--- src/design/tab_pkg.sv ---
`default_nettype none

package tab_pkg;

    // bus access kinds
    typedef enum logic [1:0] {
        MODE_IO_RD  = 2'd0,
        MODE_IO_WR  = 2'd1,
        MODE_MEM_RD = 2'd2,
        MODE_MEM_WR = 2'd3
    } mode_t;

    // crtc register file
    localparam int CRTC_COUNT = 18;
    localparam logic [4:0] CRTC_LIMIT = 5'd18;

    localparam logic [4:0] REG_HTOTAL       = 5'd0;
    localparam logic [4:0] REG_HSYNC_WIDTH  = 5'd3;
    localparam logic [4:0] REG_VTOTAL       = 5'd4;
    localparam logic [4:0] REG_VTOTAL_ADJ   = 5'd5;
    localparam logic [4:0] REG_VDISPLAYED   = 5'd6;
    localparam logic [4:0] REG_VSYNC_POS    = 5'd7;
    localparam logic [4:0] REG_MAX_SCAN     = 5'd9;
    localparam logic [4:0] REG_CURSOR_START = 5'd10;
    localparam logic [4:0] REG_CURSOR_END   = 5'd11;
    localparam logic [4:0] REG_START_HI     = 5'd12;
    localparam logic [4:0] REG_START_LO     = 5'd13;
    localparam logic [4:0] REG_CURSOR_HI    = 5'd14;
    localparam logic [4:0] REG_CURSOR_LO    = 5'd15;

    localparam logic [7:0] CRTC_INIT [CRTC_COUNT] = '{
        8'd99, 8'd80, 8'd82, 8'd12, 8'd31, 8'd1, 8'd25, 8'd27, 8'd0,
        8'd13, 8'd11, 8'd12, 8'd0, 8'd0, 8'd0, 8'd92, 8'd0, 8'd0
    };

    // io ports, low four address bits
    localparam logic [3:0] PORT_MODE   = 4'h8;
    localparam logic [3:0] PORT_STATUS = 4'ha;

    // memory window 0xb0000..0xb7fff
    localparam logic [4:0] WIN_TAG = 5'b10110;

    localparam logic [7:0]  STATUS_BASE = 8'hf0;
    localparam logic [15:0] BLANK_CELL  = 16'h0720;
    localparam logic [7:0]  MODE_RESET  = 8'h28;
    localparam int MC_HIRES_BIT = 3;
    localparam int MC_BLINK_BIT = 5;

    // decoded access held in the input stage
    typedef struct packed {
        mode_t       mode;
        logic [3:0]  port;
        logic        win_hit;
        logic        hi_byte;
        logic [13:0] cell_addr;
        logic [7:0]  data;
        logic [5:0]  timer;
    } access_t;

    typedef struct packed {
        logic        claimed;
        logic [7:0]  read_data;
        logic        dirty_first_valid;
        logic [10:0] dirty_first_cell;
        logic        dirty_second_valid;
        logic [10:0] dirty_second_cell;
        logic        full_redraw_pulse;
        logic        attr_high_pulse;
    } result_t;

    // bits kept by a crtc write
    function automatic logic [7:0] crtc_mask(input logic [4:0] idx);
        logic [7:0] m;
        begin
            unique case (idx)
                REG_HSYNC_WIDTH: m = 8'h0f;
                REG_VTOTAL, REG_VDISPLAYED, REG_VSYNC_POS, REG_CURSOR_START: m = 8'h7f;
                REG_VTOTAL_ADJ, REG_MAX_SCAN, REG_CURSOR_END: m = 8'h1f;
                REG_START_HI, REG_CURSOR_HI: m = 8'h3f;
                default: m = 8'hff;
            endcase
            return m;
        end
    endfunction

    // cell position relative to the screen start, wraps at 16k cells
    function automatic logic [13:0] cell_offset(input logic [13:0] addr,
                                                input logic [13:0] start);
        return addr - start;
    endfunction

endpackage

`default_nettype wire

--- src/design/tab_exec.sv ---
`default_nettype none

module tab_exec #(
    parameter int AW            = 14,
    parameter int VISIBLE_CELLS = 2000
) (
    input  wire logic             clk,
    input  wire logic             rst_n,
    input  wire logic             en,
    input  wire logic             s1_valid,
    input  wire tab_pkg::access_t s1_acc,
    input  wire logic [AW-1:0]    s1_idx,
    input  wire logic [15:0]      rd_word,
    output logic                  wr_en,
    output logic [AW-1:0]         wr_idx,
    output logic [15:0]           wr_word,
    output logic                  res_valid,
    output tab_pkg::result_t      res
);

    localparam logic [13:0] VIS_LIMIT = 14'(VISIBLE_CELLS);

    // stage two registers
    logic             s2_valid_reg;
    tab_pkg::access_t s2_acc_reg;
    logic [AW-1:0]    s2_idx_reg;

    // last word written, for a read issued at the same edge
    logic             fwd_valid_reg;
    logic [AW-1:0]    fwd_idx_reg;
    logic [15:0]      fwd_word_reg;

    // architectural state
    logic [7:0]       crtc_file_reg [tab_pkg::CRTC_COUNT];
    logic [4:0]       crtc_ptr_reg;
    logic [7:0]       mode_ctl_reg;

    logic             res_valid_reg;
    tab_pkg::result_t res_reg;

    // combinational results
    tab_pkg::result_t res_next;
    logic             crtc_we;
    logic [7:0]       crtc_val;
    logic             ptr_we;
    logic             mode_we;
    logic             mem_we;
    logic [15:0]      word;
    logic [15:0]      merged_word;
    logic [7:0]       cur_val;
    logic             ptr_ok;
    logic [7:0]       hi12, lo13, hi14, lo15;
    logic [13:0]      start_cur, start_new, cursor_cur, cursor_new;
    logic [13:0]      slot1_addr, slot2_addr;
    logic [13:0]      vis1, vis2;
    logic             want1, want2;
    logic [7:0]       mode_diff;

    // crtc addressing and the new start and cursor values
    always_comb
    begin
        ptr_ok     = crtc_ptr_reg < tab_pkg::CRTC_LIMIT;
        cur_val    = ptr_ok ? crtc_file_reg[crtc_ptr_reg] : 8'h00;
        crtc_val   = s2_acc_reg.data & tab_pkg::crtc_mask(crtc_ptr_reg);
        hi12 = (crtc_ptr_reg == tab_pkg::REG_START_HI)  ? crtc_val : crtc_file_reg[12];
        lo13 = (crtc_ptr_reg == tab_pkg::REG_START_LO)  ? crtc_val : crtc_file_reg[13];
        hi14 = (crtc_ptr_reg == tab_pkg::REG_CURSOR_HI) ? crtc_val : crtc_file_reg[14];
        lo15 = (crtc_ptr_reg == tab_pkg::REG_CURSOR_LO) ? crtc_val : crtc_file_reg[15];
        start_cur  = {crtc_file_reg[12][5:0], crtc_file_reg[13]};
        cursor_cur = {crtc_file_reg[14][5:0], crtc_file_reg[15]};
        start_new  = {hi12[5:0], lo13};
        cursor_new = {hi14[5:0], lo15};
    end

    // cell word, forwarding the write made at the edge that issued its read
    always_comb
    begin
        word = (fwd_valid_reg && fwd_idx_reg == s2_idx_reg) ? fwd_word_reg : rd_word;
        merged_word = s2_acc_reg.hi_byte ? {s2_acc_reg.data, word[7:0]}
                                         : {word[15:8], s2_acc_reg.data};
        mode_diff = mode_ctl_reg ^ s2_acc_reg.data;
    end

    // access decode and events
    always_comb
    begin
        res_next   = '0;
        crtc_we    = 1'b0;
        ptr_we     = 1'b0;
        mode_we    = 1'b0;
        mem_we     = 1'b0;
        want1      = 1'b0;
        want2      = 1'b0;
        slot1_addr = s2_acc_reg.cell_addr;
        slot2_addr = cursor_new;
        unique case (s2_acc_reg.mode)
            tab_pkg::MODE_IO_RD:
            begin
                if (!s2_acc_reg.port[3] && s2_acc_reg.port[0])
                begin
                    res_next.claimed   = 1'b1;
                    res_next.read_data = cur_val;
                end
                else if (s2_acc_reg.port == tab_pkg::PORT_STATUS)
                begin
                    res_next.claimed   = 1'b1;
                    res_next.read_data = tab_pkg::STATUS_BASE
                                       | {4'h0, s2_acc_reg.timer[3], 3'b000}
                                       | {7'h00, s2_acc_reg.timer[5]};
                end
            end
            tab_pkg::MODE_IO_WR:
            begin
                res_next.claimed = 1'b1;
                if (!s2_acc_reg.port[3])
                begin
                    if (!s2_acc_reg.port[0])
                    begin
                        ptr_we = 1'b1;
                    end
                    else if (ptr_ok && cur_val != crtc_val)
                    begin
                        crtc_we = 1'b1;
                        unique case (crtc_ptr_reg)
                            tab_pkg::REG_MAX_SCAN:
                            begin
                                res_next.full_redraw_pulse = 1'b1;
                            end
                            tab_pkg::REG_CURSOR_START, tab_pkg::REG_CURSOR_END:
                            begin
                                want2 = 1'b1;
                            end
                            tab_pkg::REG_START_HI, tab_pkg::REG_START_LO:
                            begin
                                res_next.full_redraw_pulse = (start_new != start_cur);
                            end
                            tab_pkg::REG_CURSOR_HI, tab_pkg::REG_CURSOR_LO:
                            begin
                                slot1_addr = cursor_cur;
                                want1      = 1'b1;
                                want2      = 1'b1;
                            end
                            default:
                            begin
                            end
                        endcase
                    end
                end
                else if (s2_acc_reg.port == tab_pkg::PORT_MODE)
                begin
                    mode_we = 1'b1;
                    if (mode_diff[tab_pkg::MC_HIRES_BIT])
                    begin
                        res_next.full_redraw_pulse = 1'b1;
                    end
                    else if (mode_diff[tab_pkg::MC_BLINK_BIT])
                    begin
                        res_next.attr_high_pulse = 1'b1;
                    end
                end
            end
            tab_pkg::MODE_MEM_RD:
            begin
                if (s2_acc_reg.win_hit)
                begin
                    res_next.claimed   = 1'b1;
                    res_next.read_data = s2_acc_reg.hi_byte ? word[15:8] : word[7:0];
                end
            end
            tab_pkg::MODE_MEM_WR:
            begin
                if (s2_acc_reg.win_hit)
                begin
                    res_next.claimed = 1'b1;
                    if (merged_word != word)
                    begin
                        mem_we = 1'b1;
                        want1  = 1'b1;
                    end
                end
            end
            default:
            begin
            end
        endcase

        // visibility against the current start address
        vis1 = tab_pkg::cell_offset(slot1_addr, start_cur);
        vis2 = tab_pkg::cell_offset(slot2_addr, start_cur);
        if (want1 && vis1 < VIS_LIMIT)
        begin
            res_next.dirty_first_valid = 1'b1;
            res_next.dirty_first_cell  = vis1[10:0];
        end
        if (want2 && vis2 < VIS_LIMIT)
        begin
            res_next.dirty_second_valid = 1'b1;
            res_next.dirty_second_cell  = vis2[10:0];
        end
    end

    assign wr_en     = en && s2_valid_reg && mem_we;
    assign wr_idx    = s2_idx_reg;
    assign wr_word   = merged_word;
    assign res_valid = res_valid_reg;
    assign res       = res_reg;

    // control state
    always_ff @(posedge clk or negedge rst_n)
    begin
        if (!rst_n)
        begin
            s2_valid_reg  <= 1'b0;
            fwd_valid_reg <= 1'b0;
            res_valid_reg <= 1'b0;
            crtc_ptr_reg  <= 5'd0;
            mode_ctl_reg  <= tab_pkg::MODE_RESET;
            for (int i = 0; i < tab_pkg::CRTC_COUNT; i++)
            begin
                crtc_file_reg[i] <= tab_pkg::CRTC_INIT[i];
            end
        end
        else if (en)
        begin
            s2_valid_reg  <= s1_valid;
            fwd_valid_reg <= s2_valid_reg && mem_we;
            res_valid_reg <= s2_valid_reg;
            if (s2_valid_reg && ptr_we)
            begin
                crtc_ptr_reg <= s2_acc_reg.data[4:0];
            end
            if (s2_valid_reg && mode_we)
            begin
                mode_ctl_reg <= s2_acc_reg.data;
            end
            if (s2_valid_reg && crtc_we)
            begin
                crtc_file_reg[crtc_ptr_reg] <= crtc_val;
            end
        end
    end

    // payload registers
    always_ff @(posedge clk)
    begin
        if (en)
        begin
            s2_acc_reg   <= s1_acc;
            s2_idx_reg   <= s1_idx;
            fwd_idx_reg  <= s2_idx_reg;
            fwd_word_reg <= merged_word;
            res_reg      <= res_next;
        end
    end

endmodule

`default_nettype wire

--- config.mk ---
export PLATFORM = sky130hd
export DESIGN_NAME = tab_exec
export DESIGN_NICKNAME = d
export VERILOG_FILES = /design/src/design/tab_pkg.sv /design/src/design/tab_exec.sv
export SDC_FILE = /design/constraint.sdc
export NUM_CORES = 1
export LEC_CHECK = 0
export BUFFER_PORTS_ARGS = -buffer_cell sky130_fd_sc_hd__buf_2
export CAP_MARGIN = 10
export CORE_MARGIN = 2
export CORE_UTILIZATION = 50
export DETAILED_ROUTE_END_ITERATION = 16
export GPL_TIMING_DRIVEN = 0
export PLACE_DENSITY = 0.7
export SKIP_LAST_GASP = 1
export SYNTH_ARGS = -nofsm -noshare
export SYNTH_HDL_FRONTEND = slang
export SYNTH_SLANG_ARGS = --single-unit
--- constraint.sdc ---
create_clock -name clk -period 7.2 [get_ports clk]
set_clock_uncertainty 0.2 [all_clocks]
set_input_delay 1.44 -clock clk [delete_from_list [all_inputs] [get_ports clk]]
set_output_delay 1.44 -clock clk [all_outputs]
set_load 0.02 [all_outputs]
* Word-level counts from Yosys, hierarchy flattened
Memory sizes are Yosys's and may differ from the RTL's. Index checks and enable logic that the tools add are counted.
Storage, ports and cells: ROM bits 64, memories kept 1, flip-flop bits (word level) 273
Operators by class: reduce and logical (&&, ||, !) cells 21, multiplexer cells 59, magnitude comparators 5, add/subtract/negate cells 2, bitwise logic cells 7, equality and inequality tests 16
Memories:
- (no name shown) | depth 16, width 4, rd ports 1, clocked after memory_dff 0, write ports 0, RTL line tab_pkg.sv:75 | unique case (idx)
Operator list (count):
- $bwmux 144 | 1
- $mux 14 | 5
- $mux 8 | 8
- $bmux 8 s5 | 1
- $demux 8 s5 | 1
- $eq 5x4->1 const B | 7
- $mux 16 | 2
- $mux 1 | 29
- $lt 14x11->1 const B | 2
- $sub 14x14->14 | 2
- $mux 9 | 3
- $mux 12 | 2
- $ne 16x16->1 | 1
- $pmux 8 s2 | 1
- $eq 14x14->1 | 1
- $ne 14x14->1 | 1
- $logic_and 1x1->1 | 12
- $mux 6 | 2
- $and 8x8->8 | 1
- $eq 4x4->1 const B | 2
- $ne 8x8->1 | 1
- $or 8x1->8 | 1
- $reduce_or 4->1 | 2
- $ge 6x6->1 const B | 1
- other kinds (14) | 21

* Logic depth before layout (Yosys ltp)
Gate-level depths: netlist (run 1).
depth after elaboration 15, depth in mapped cells 25

* Least setup slack after synthesis (run 1)
Ideal clock, no wire load.
path type reg-to-reg, from register crtc_ptr_reg[0], to register res_reg (netlist bit res[15]) (data pin), arrival 5.274 ns, cell stages (with the launch flop) 23, path buffers 5, required time 6.725 ns, setup slack 1.451 ns, setup time 0.275 ns, clock period less this slack 5.749 ns, cell sequence dfrtp_1 > buf_6 > buf_12 > mux4_2 > o22ai_1 > a211oi_1 > or3_4 > a2111oi_4 > nand3_2 > buf_6 > nand2_2 > buf_4 > mux2_2 > ha_1 > nor2b_1 > o31ai_1 > nand2b_1 > a21o_1 > xnor2_1 > a2111o_1 > o311ai_0 > clkbuf_1 > a211oi_1
On the way: cells in the longest elaborated chain, start to end 14
RTL lines:
- start, declared | RTL line tab_exec.sv:35 | logic [4:0] crtc_ptr_reg;
- start signal, assigned | RTL line tab_exec.sv:230 | crtc_ptr_reg <= s2_acc_reg.data[4:0];
- $not 5->6 (not written as such) | RTL line tab_exec.sv:63 | cur_val = ptr_ok ? crtc_file_reg[crtc_ptr_reg] : 8'h00;
- $bmux 8 s5 | RTL line tab_exec.sv:63
- $mux 8 (not written as such) (2 in a row) | RTL line tab_exec.sv:63
- $mux 8 | RTL line tab_exec.sv:63
- $ne 8x8->1 | RTL line tab_exec.sv:121 | else if (ptr_ok && cur_val != crtc_val)
- $logic_and 1x1->1 | RTL line tab_exec.sv:121
- $mux 14 | RTL line tab_exec.sv:121
- $mux 14 | RTL line tab_exec.sv:117 | if (!s2_acc_reg.port[0])
- $mux 14 | RTL line tab_exec.sv:115 | if (!s2_acc_reg.port[3])
- $mux 14 | RTL line tab_exec.sv:96 | unique case (s2_acc_reg.mode)
- $sub 14x14->14 | RTL line tab_pkg.sv:89 | return addr - start;
- $lt 14x11->1 | RTL line tab_exec.sv:190 | if (want1 && vis1 < VIS_LIMIT)
- $logic_and 1x1->1 | RTL line tab_exec.sv:190
- end signal, assigned | RTL line tab_exec.sv:252 | res_reg <= res_next;
- end, declared | RTL line tab_exec.sv:39 | tab_pkg::result_t res_reg;
Parallel ways exist; a longest one is shown, timed or not. The select of a mux whose other input is x is not followed. A chain may end at the register's enable or synchronous reset.

* Worst setup path after layout (run 1)
from register crtc_ptr_reg[0], to register res_reg (netlist bit res[17]) (data pin)
Same word-level chain as after synthesis.

==> results of run 1 <==
==> per-layer routing <==
| layer | share of wire [%] | vias up | wire [um] |
|---|---|---|---|
| li1 | - | 4527 | - |
| met1 | 44 | 4982 | 16800 |
| met2 | 46 | 376 | 17400 |
| met3 | 6.6 | 90 | 2500 |
| met4 | 3.4 | 0 | 1300 |
| met5 | 0 | - | 0 |
==> layout by cell type, fill, tap and decap left out, drive strengths merged, types with 8 or more instances in the layout <==
| cell type | n |
|---|---|
| nor4 | 10 |
| inv | 35 |
| clkinv | 8 |
| dfrtp | 116 |
| xnor2 | 48 |
| nand4 | 13 |
| ha | 27 |
| mux2 | 154 |
| xor2 | 28 |
| nand2 | 58 |
| mux2i | 42 |
| nor3 | 27 |
| mux4 | 24 |
| a211oi | 17 |
| nand2b | 12 |
| dfstp | 38 |
| and3 | 14 |
| nand3 | 18 |
| edfxtp | 111 |
| nor2b | 14 |
| clkbuf | 78 |
| buf | 165 |
| o21ai | 33 |
| and2 | 15 |
| a21oi | 44 |
| nor2 | 52 |
==> timing repair <==
action,in CTS,in global routing
resized for setup,0,6
setup endpoints to repair,0,10
hold buffers,0,0
==> worst min-delay path by stage <==
stage | end | cells past startpoint
5_1_grt | crtc_file_reg[68] | 1
4_1_cts | crtc_file_reg[63] | 1
3_5_place_dp | crtc_file_reg[31] | 1
6_report | crtc_file_reg[87] | 1
2_1_floorplan | crtc_file_reg[63] | 1
3_3_place_gp | crtc_file_reg[63] | 1
==> cell type report <==
cell class | instances | area (um^2) | share of cell area [%]
Sequential cell | 265 | 7230 | 43.7
Multi-Input combinational cell | 759 | 6600 | 39.8
Clock buffer | 40 | 840 | 5.07
Timing Repair Buffer | 134 | 724 | 4.37
Tap cell | 384 | 480 | 2.90
Buffer | 69 | 384 | 2.32
Clock inverter | 12 | 164 | 0.990
Inverter | 37 | 139 | 0.838
==> cell families (layout without fill, tap and decap cells) <==
logic type,after synthesis,after routing,share of synthesized area [%]
flops,265,265,50.4
xor+xnor,76,76,4.64
compound gates,170,170,8.28
simple gates,264,264,10.8
fa+ha+maj,29,29,2.63
buf+inv,106,292,3.63
mux,220,220,19.6
==> power groups by stage <==
stage	Clock (mW)	Sequential [mW]	Combinational [mW]
after floorplan	0	1.77	0.573
after global placement	0	1.77	0.858
after detailed placement	0	1.77	0.872
after CTS	1.58	1.74	0.875
after global routing	1.63	1.75	0.952
final	1.55	1.74	0.884
==> worst reg2reg max path: cells and delay by family (launching register included) <==
kind | cells | cell delay (ns)
mux | 2 | 0.74
buf+inv | 6 | 1.40
fa+ha+maj | 1 | 0.27
xor+xnor | 1 | 0.39
flops | 1 | 0.40
compound gates | 8 | 2.04
simple gates | 5 | 1.10
==> metrics.md, run 1 <==
| Metric | Value |
|---|---|
| VDD IR-drop max | 0.225 mV |
| CP max stage cell | dfrtp_1 |
| Final core utilization | 58.2% |
| Slew headroom | 30.2% |
| Ranking of synthesized cells by area | edfxtp_1 (23%), dfrtp_1 (20%), dfstp_2 (7.0%), mux2_2 (5.0%), mux2_1 (4.9%) |
| #FFs+latches synth | 265 |
| Critical register-to-register path startpoint | crtc_ptr_reg[0] |
| Critical Path Start | crtc_ptr_reg[0] |
| Die Ht | 173 um |
| IO Port Bufs | 132 |
| Layout cells sized above 1 | 30.5% |
| Clock Power Share | 37.1% |
| Gpl congestion | 0.928 |
| Met1 GRT Util | 34.8% |
| Synth Flop Type | dfrtp_1 |
| Vias/cell | 5.87 |
| Design area | 16600 um^2 |
| Mapped Nets | 1229 |
| Max Slew Vio Count | 0 |
| Pre-CTS setup slack | 0.331 ns |
| FF-to-FF path depth | 23 |
| Cell mode on critical path | buf_6 |
| Die Wd | 173 um |
| Clock transition at path regs | 0.06 ns |
| Worst Setup Slack, final | 0.472 ns |
| Diodes inserted | 0 |
| Most instantiated cells after synthesis | dfrtp_1 (116), edfxtp_1 (111), mux2_2 (64), mux2_1 (62), nand2_1 (57) |
| Root Driver | clkbuf_16 |
| Setup Fix Bufs, Post-CTS | 0 |
| Sw frac | 28.7% |
| I/O pins | 137 |
| Critical-path cell list | buf_6 > buf_6 > buf_6 > mux4_2 > a22o_1 > a221oi_1 > a21oi_1 > nor4_1 > nand3_2 > buf_6 > nand2_2 > buf_4 > mux2_2 > ha_1 > nor2b_1 > o31ai_2 > a211oi_1 > o2111ai_1 > a31oi_1 > xnor2_1 > nand3_1 > clkbuf_1 > a211oi_1 |
| Worst slew pin tran | 1.04 ns |
| Met3 GRT Util | 4.45% |
| Initial core utilization | 50.4% |
| Global-route wire length before repair | 59100 um |
| Vias in the first global route | 10100 |
| Cell internal pwr | 2.97 mW |
| Area after DPL | 15600 um^2 |
| Most common cell in the netlist | dfrtp_1 |
| Global route hottest layer | met2 |
| Distinct cells, synth | 91 |
| ANT nets after route | 0 |
| CP required | 7.36 ns |
| Post-synthesis average cell area | 12.7 um^2 |
| F_max | 149 MHz |
| Pleak | 7.06 nW |
| Total global routing overflow | 0 |
| Min Tclk post-route | 6.73 ns |
| Setup crit end kind | flop |
| Placed Cells | 1648 |
| Async SR Flop Fraction | 58.1% |
| Die ar. | 30100 um^2 |
| Worst R2R Setup Slack | 0.47 ns |
| Reg power frac | 41.7% |
| WP depth | 23 |
| HP Class | flop to flop |
| Critical path class | flop to flop |
| DP Wirelength | 27600 um |
| Antenna violations before repair | 0 |
| CP bufs+invs | 6 |
| TritonCTS clock tree | built |
| Seq/Total Area, Yosys | 50.4% |
| Routed length per instance | 22.3 um |
| Ys Warns | 0 |
| Post-synth EDFFs | 111 |
| Top-area cell type share of the netlist area | 23.2% |
| Final Hold Fails | 0 |
| Worst path max stage delay | 0.40 ns |
| Std cell rows | 62 |
| Pwr per Cell Area | 252 nW/um^2 |
| Post-Syn Area | 14300 um^2 |
| Combinational share of power | 21.2% |
| Fill cells | 2281 |
| Critical path fanouts, max | 10 |
| Final worst path period share | 93.4% |
| Last element of the critical path | res[17] |
| Remaining DRCs | 0 |
| Synth Instances | 1130 |
| Setup_tns | 0 ns |
| Fin Hold WS | 0.286 ns |
| Status | finished clean |
| Detailed-route via count | 9975 |
| Clk_lat worst skew | 0.55 ns |
| RSZ-0062 raised after global routing | false |
| CTS Buffer Depth | 3 |
| Worst hold start | crtc_file_reg[87] |
| Yosys top cell by area | edfxtp_1 |
| CP delay by family, top | compound AO/OA/AOI/OAI gates |
| Sw Pwr | 1.20 mW |
| CTS Sinks | 265 |
| Iteration-0 DRC Markers | 727 |
| Number of max-cap violations | 0 |
| Synth-to-layout area growth | 15.4% |
| Largest net degree at the start of global routing | 86 |
| GRT Util Overall | 25.3% |
| Cts bufs inserted | 28 |
| Aggregate routed wire length | 38000 um |
| Total power | 4.17 mW |
| Core region area | 28500 um^2 |
| Met2 GRT Util | 40.6% |
| Endpoints failing setup | 0 |
| Max H-tree Level | 1 |
| Post-route insts no fill | 1700 |
| Max FFs per register | 144 |
| Worst EP arrival | 6.88 ns |
| Worst R2R End | res[17] |
| Final nets | 1393 |
| Detailed Routing Iterations Pass 1 | 5 |
| CP startpoint kind | flop |
No activity file was read; power rests on OpenSTA's default activity.
==> run 2: changes to the inputs <==
ABC_AREA = 1   (was not set)
==> run 2 against run 1 <==
Net effect: count of clock-buffer cells in the layout is 2 lower; critical path depth is 9 higher; register-to-register slack better by 0.77 ns; die area is 2.4% lower; routed wire length is 5.9% higher; sequential share of layout area is 1.2 points higher; final area is 2.8% lower; maximum frequency is 13% higher; final cell count is 34% higher; clock power is 7% lower; hold slack worse by 0.020 ns; highest routed layer unchanged.
==> metrics.md, run 2 <==
| Metric | Value |
|---|---|
| Status | finished clean |
| Worst EP arrival | 6.07 ns |
| Gpl congestion | 0.963 |
| Worst path max stage delay | 0.62 ns |
| Sw frac | 32.1% |
| Seq/Total Area, Yosys | 51.7% |
| Die ar. | 29300 um^2 |
| Async SR Flop Fraction | 58.1% |
| Clock transition at path regs | 0.07 ns |
| Placed Cells | 2220 |
| Most frequent cells in the layout | nand2_1 (660), buf_2 (160), inv_1 (131), dfrtp_1 (116), edfxtp_1 (111) |
| Post-synthesis average cell area | 8.19 um^2 |
| VDD IR-drop max | 0.199 mV |
| Root Driver | clkbuf_16 |
| Combinational share of power | 20.7% |
| Detailed-route via count | 12200 |
| Pwr per Cell Area | 249 nW/um^2 |
| Design area | 16100 um^2 |
| Reg power frac | 43.4% |
| Most instantiated cells after synthesis | nand2_1 (660), inv_1 (131), dfrtp_1 (116), edfxtp_1 (111), o21ai_0 (101) |
| Endpoints failing setup | 0 |
| Cts hold-fix bufs | 0 |
| Detailed Routing Iterations Pass 1 | 6 |
| Core region area | 27700 um^2 |
| Critical path class | flop to flop |
| Fill cells | 2585 |
| Worst slew pin tran | 1.10 ns |
| IO Port Bufs | 132 |
| Antenna violations before repair | 0 |
| Yosys top cell by area | edfxtp_1 |
| Die Wd | 171 um |
| Clk_lat worst skew | 0.56 ns |
| Vias/cell | 5.38 |
| Ys Warns | 0 |
| I/O pins | 137 |
| GRT Util Overall | 27.2% |
| CTS Buffer Depth | 3 |
| Setup_tns | 0 ns |
| Slew headroom | 26.4% |
| Cts bufs inserted | 29 |
| Met2 GRT Util | 43.8% |
| Ranking of synthesized cells by area | edfxtp_1 (24%), dfrtp_1 (21%), nand2_1 (18%), dfstp_2 (7.1%), o21ai_0 (3.6%) |
| Final Hold Fails | 0 |
| Synth-to-layout area growth | 15.1% |
| Remaining DRCs | 0 |
| Layout cells sized above 1 | 16.8% |
| Max H-tree Level | 1 |
| CP max stage cell | clkbuf_1 |
| Die Ht | 171 um |
| Synth Flop Type | dfrtp_1 |
| Std cell rows | 61 |
| Iteration-0 DRC Markers | 1154 |
| F_max | 168 MHz |
| Setup Fix Bufs, Post-CTS | 0 |
| Min Tclk post-route | 5.96 ns |
| Critical path fanouts, max | 10 |
| Clock Power Share | 35.9% |
| Pleak | 7.73 nW |
| Post-route insts no fill | 2273 |
| CTS resizes | 0 |
| Final nets | 1972 |
| Met3 GRT Util | 3.15% |
| Post-Syn Area | 14000 um^2 |
| RSZ-0062 raised after global routing | false |
| Top-area cell type share of the netlist area | 23.8% |
| Mapped Nets | 1807 |
| Cell mode on critical path | nand2_1 |
| Global route hottest layer | met2 |
| CTS Sinks | 265 |
| Setup crit end kind | flop |
| Max FFs per register | 144 |
| DP Wirelength | 29000 um |
| Cell internal pwr | 2.72 mW |
| Initial core utilization | 50.5% |
| Max Slew Vio Count | 0 |
| #FFs+latches synth | 265 |
| Register Area | 7230 um^2 |
| Distinct cells, synth | 49 |
| Post-synth EDFFs | 111 |
| HP Class | flop to flop |
| Diodes inserted | 0 |
| Largest net degree at the start of global routing | 101 |
| Final worst path period share | 82.8% |
| CP required | 7.31 ns |
| TritonCTS clock tree | built |
| Sw Pwr | 1.29 mW |
| Area after DPL | 15200 um^2 |
| ANT nets after route | 0 |
| Met1 GRT Util | 37.5% |
| Total global routing overflow | 0 |
| Vias in the first global route | 11500 |
| Synth Instances | 1708 |
| CP startpoint kind | flop |
| Multi-input gate area | 5860 um^2 |
| Routed length per instance | 17.7 um |
| Most common cell in the netlist | nand2_1 |
| Aggregate routed wire length | 40200 um |
| Number of max-cap violations | 0 |
| Global-route wire length before repair | 61600 um |
| Most common cell after layout, fill and taps aside | nand2_1 |
run 2: worst max-delay path: cells and delay by family, from the launching register on:
family	cells	cell delay [ns]
buffers and inverters	5	1.40
flip-flops	1	0.44
AND/OR/NAND/NOR	20	2.12
AO/OA/AOI/OAI	5	1.03
XOR/XNOR	1	0.14
adder cells (fa/ha/maj)	1	0.35
run 2: worst paths after layout:
path	cells past startpoint	slack (ns)	startpoint	end
min in group asynchronous	1	0.64	rst_n	crtc_file_reg[94]
worst max register to register	32	1.24	crtc_ptr_reg[0]	res[17]
worst max-delay path	32	1.24	crtc_ptr_reg[0]	res[17]
worst min-delay path	2	0.27	crtc_file_reg[103]	crtc_file_reg[103]
worst min register to register	2	0.27	crtc_file_reg[103]	crtc_file_reg[103]
max in group asynchronous	2	5.26	rst_n	crtc_file_reg[20]
run 2: per-stage QoR:
step	hold WS, ns	setup WS, ns	total power, mW	utilization [%]
3_3_place_gp	0.250	1.50	2.56	54.6
5_1_grt	0.286	0.841	4.16	58.1
2_1_floorplan	0.236	2.77	2.27	-
6_report	0.266	1.24	4.01	58.1
4_1_cts	0.269	1.35	4.01	58.1
3_5_place_dp	0.253	1.40	2.58	54.8
run 2: per-layer routing:
layer,share of wire [%],vias up
met3,7.5,101
met4,4.4,0
met5,0,-
met1,43,5758
li1,-,5888
met2,46,486
run 2: area by class of cell:
type                       count  share of cell area (%)
timing repair buffer         134                    4.45
clock buffer                  38                    4.96
tap                          378                    2.94
multi-input combinational   1229                    36.4
clock inverter                15                   0.746
buffer                        70                    2.21
sequential                   265                    44.9
inverter                     144                    3.39
run 2: cells by family (layout without fill, tap and decap cells):
family          Yosys count  count (layout)  synth area share [%]
flops                   265             265                  51.7
compound gates          274             274                  10.5
simple gates            897             897                  26.8
fa+ha+maj                29              29                  2.70
xor+xnor                 27              27                  1.69
buf+inv                 214             401                  6.45
mux                       2               2                 0.152
run 2: power by group through the flow:
stage	registers, mW	logic, mW	clock network, mW
floorplan	1.77	0.499	0
global placement	1.76	0.797	0
detailed placement	1.77	0.810	0
CTS	1.74	0.813	1.46
global route	1.75	0.898	1.51
finish	1.74	0.831	1.44
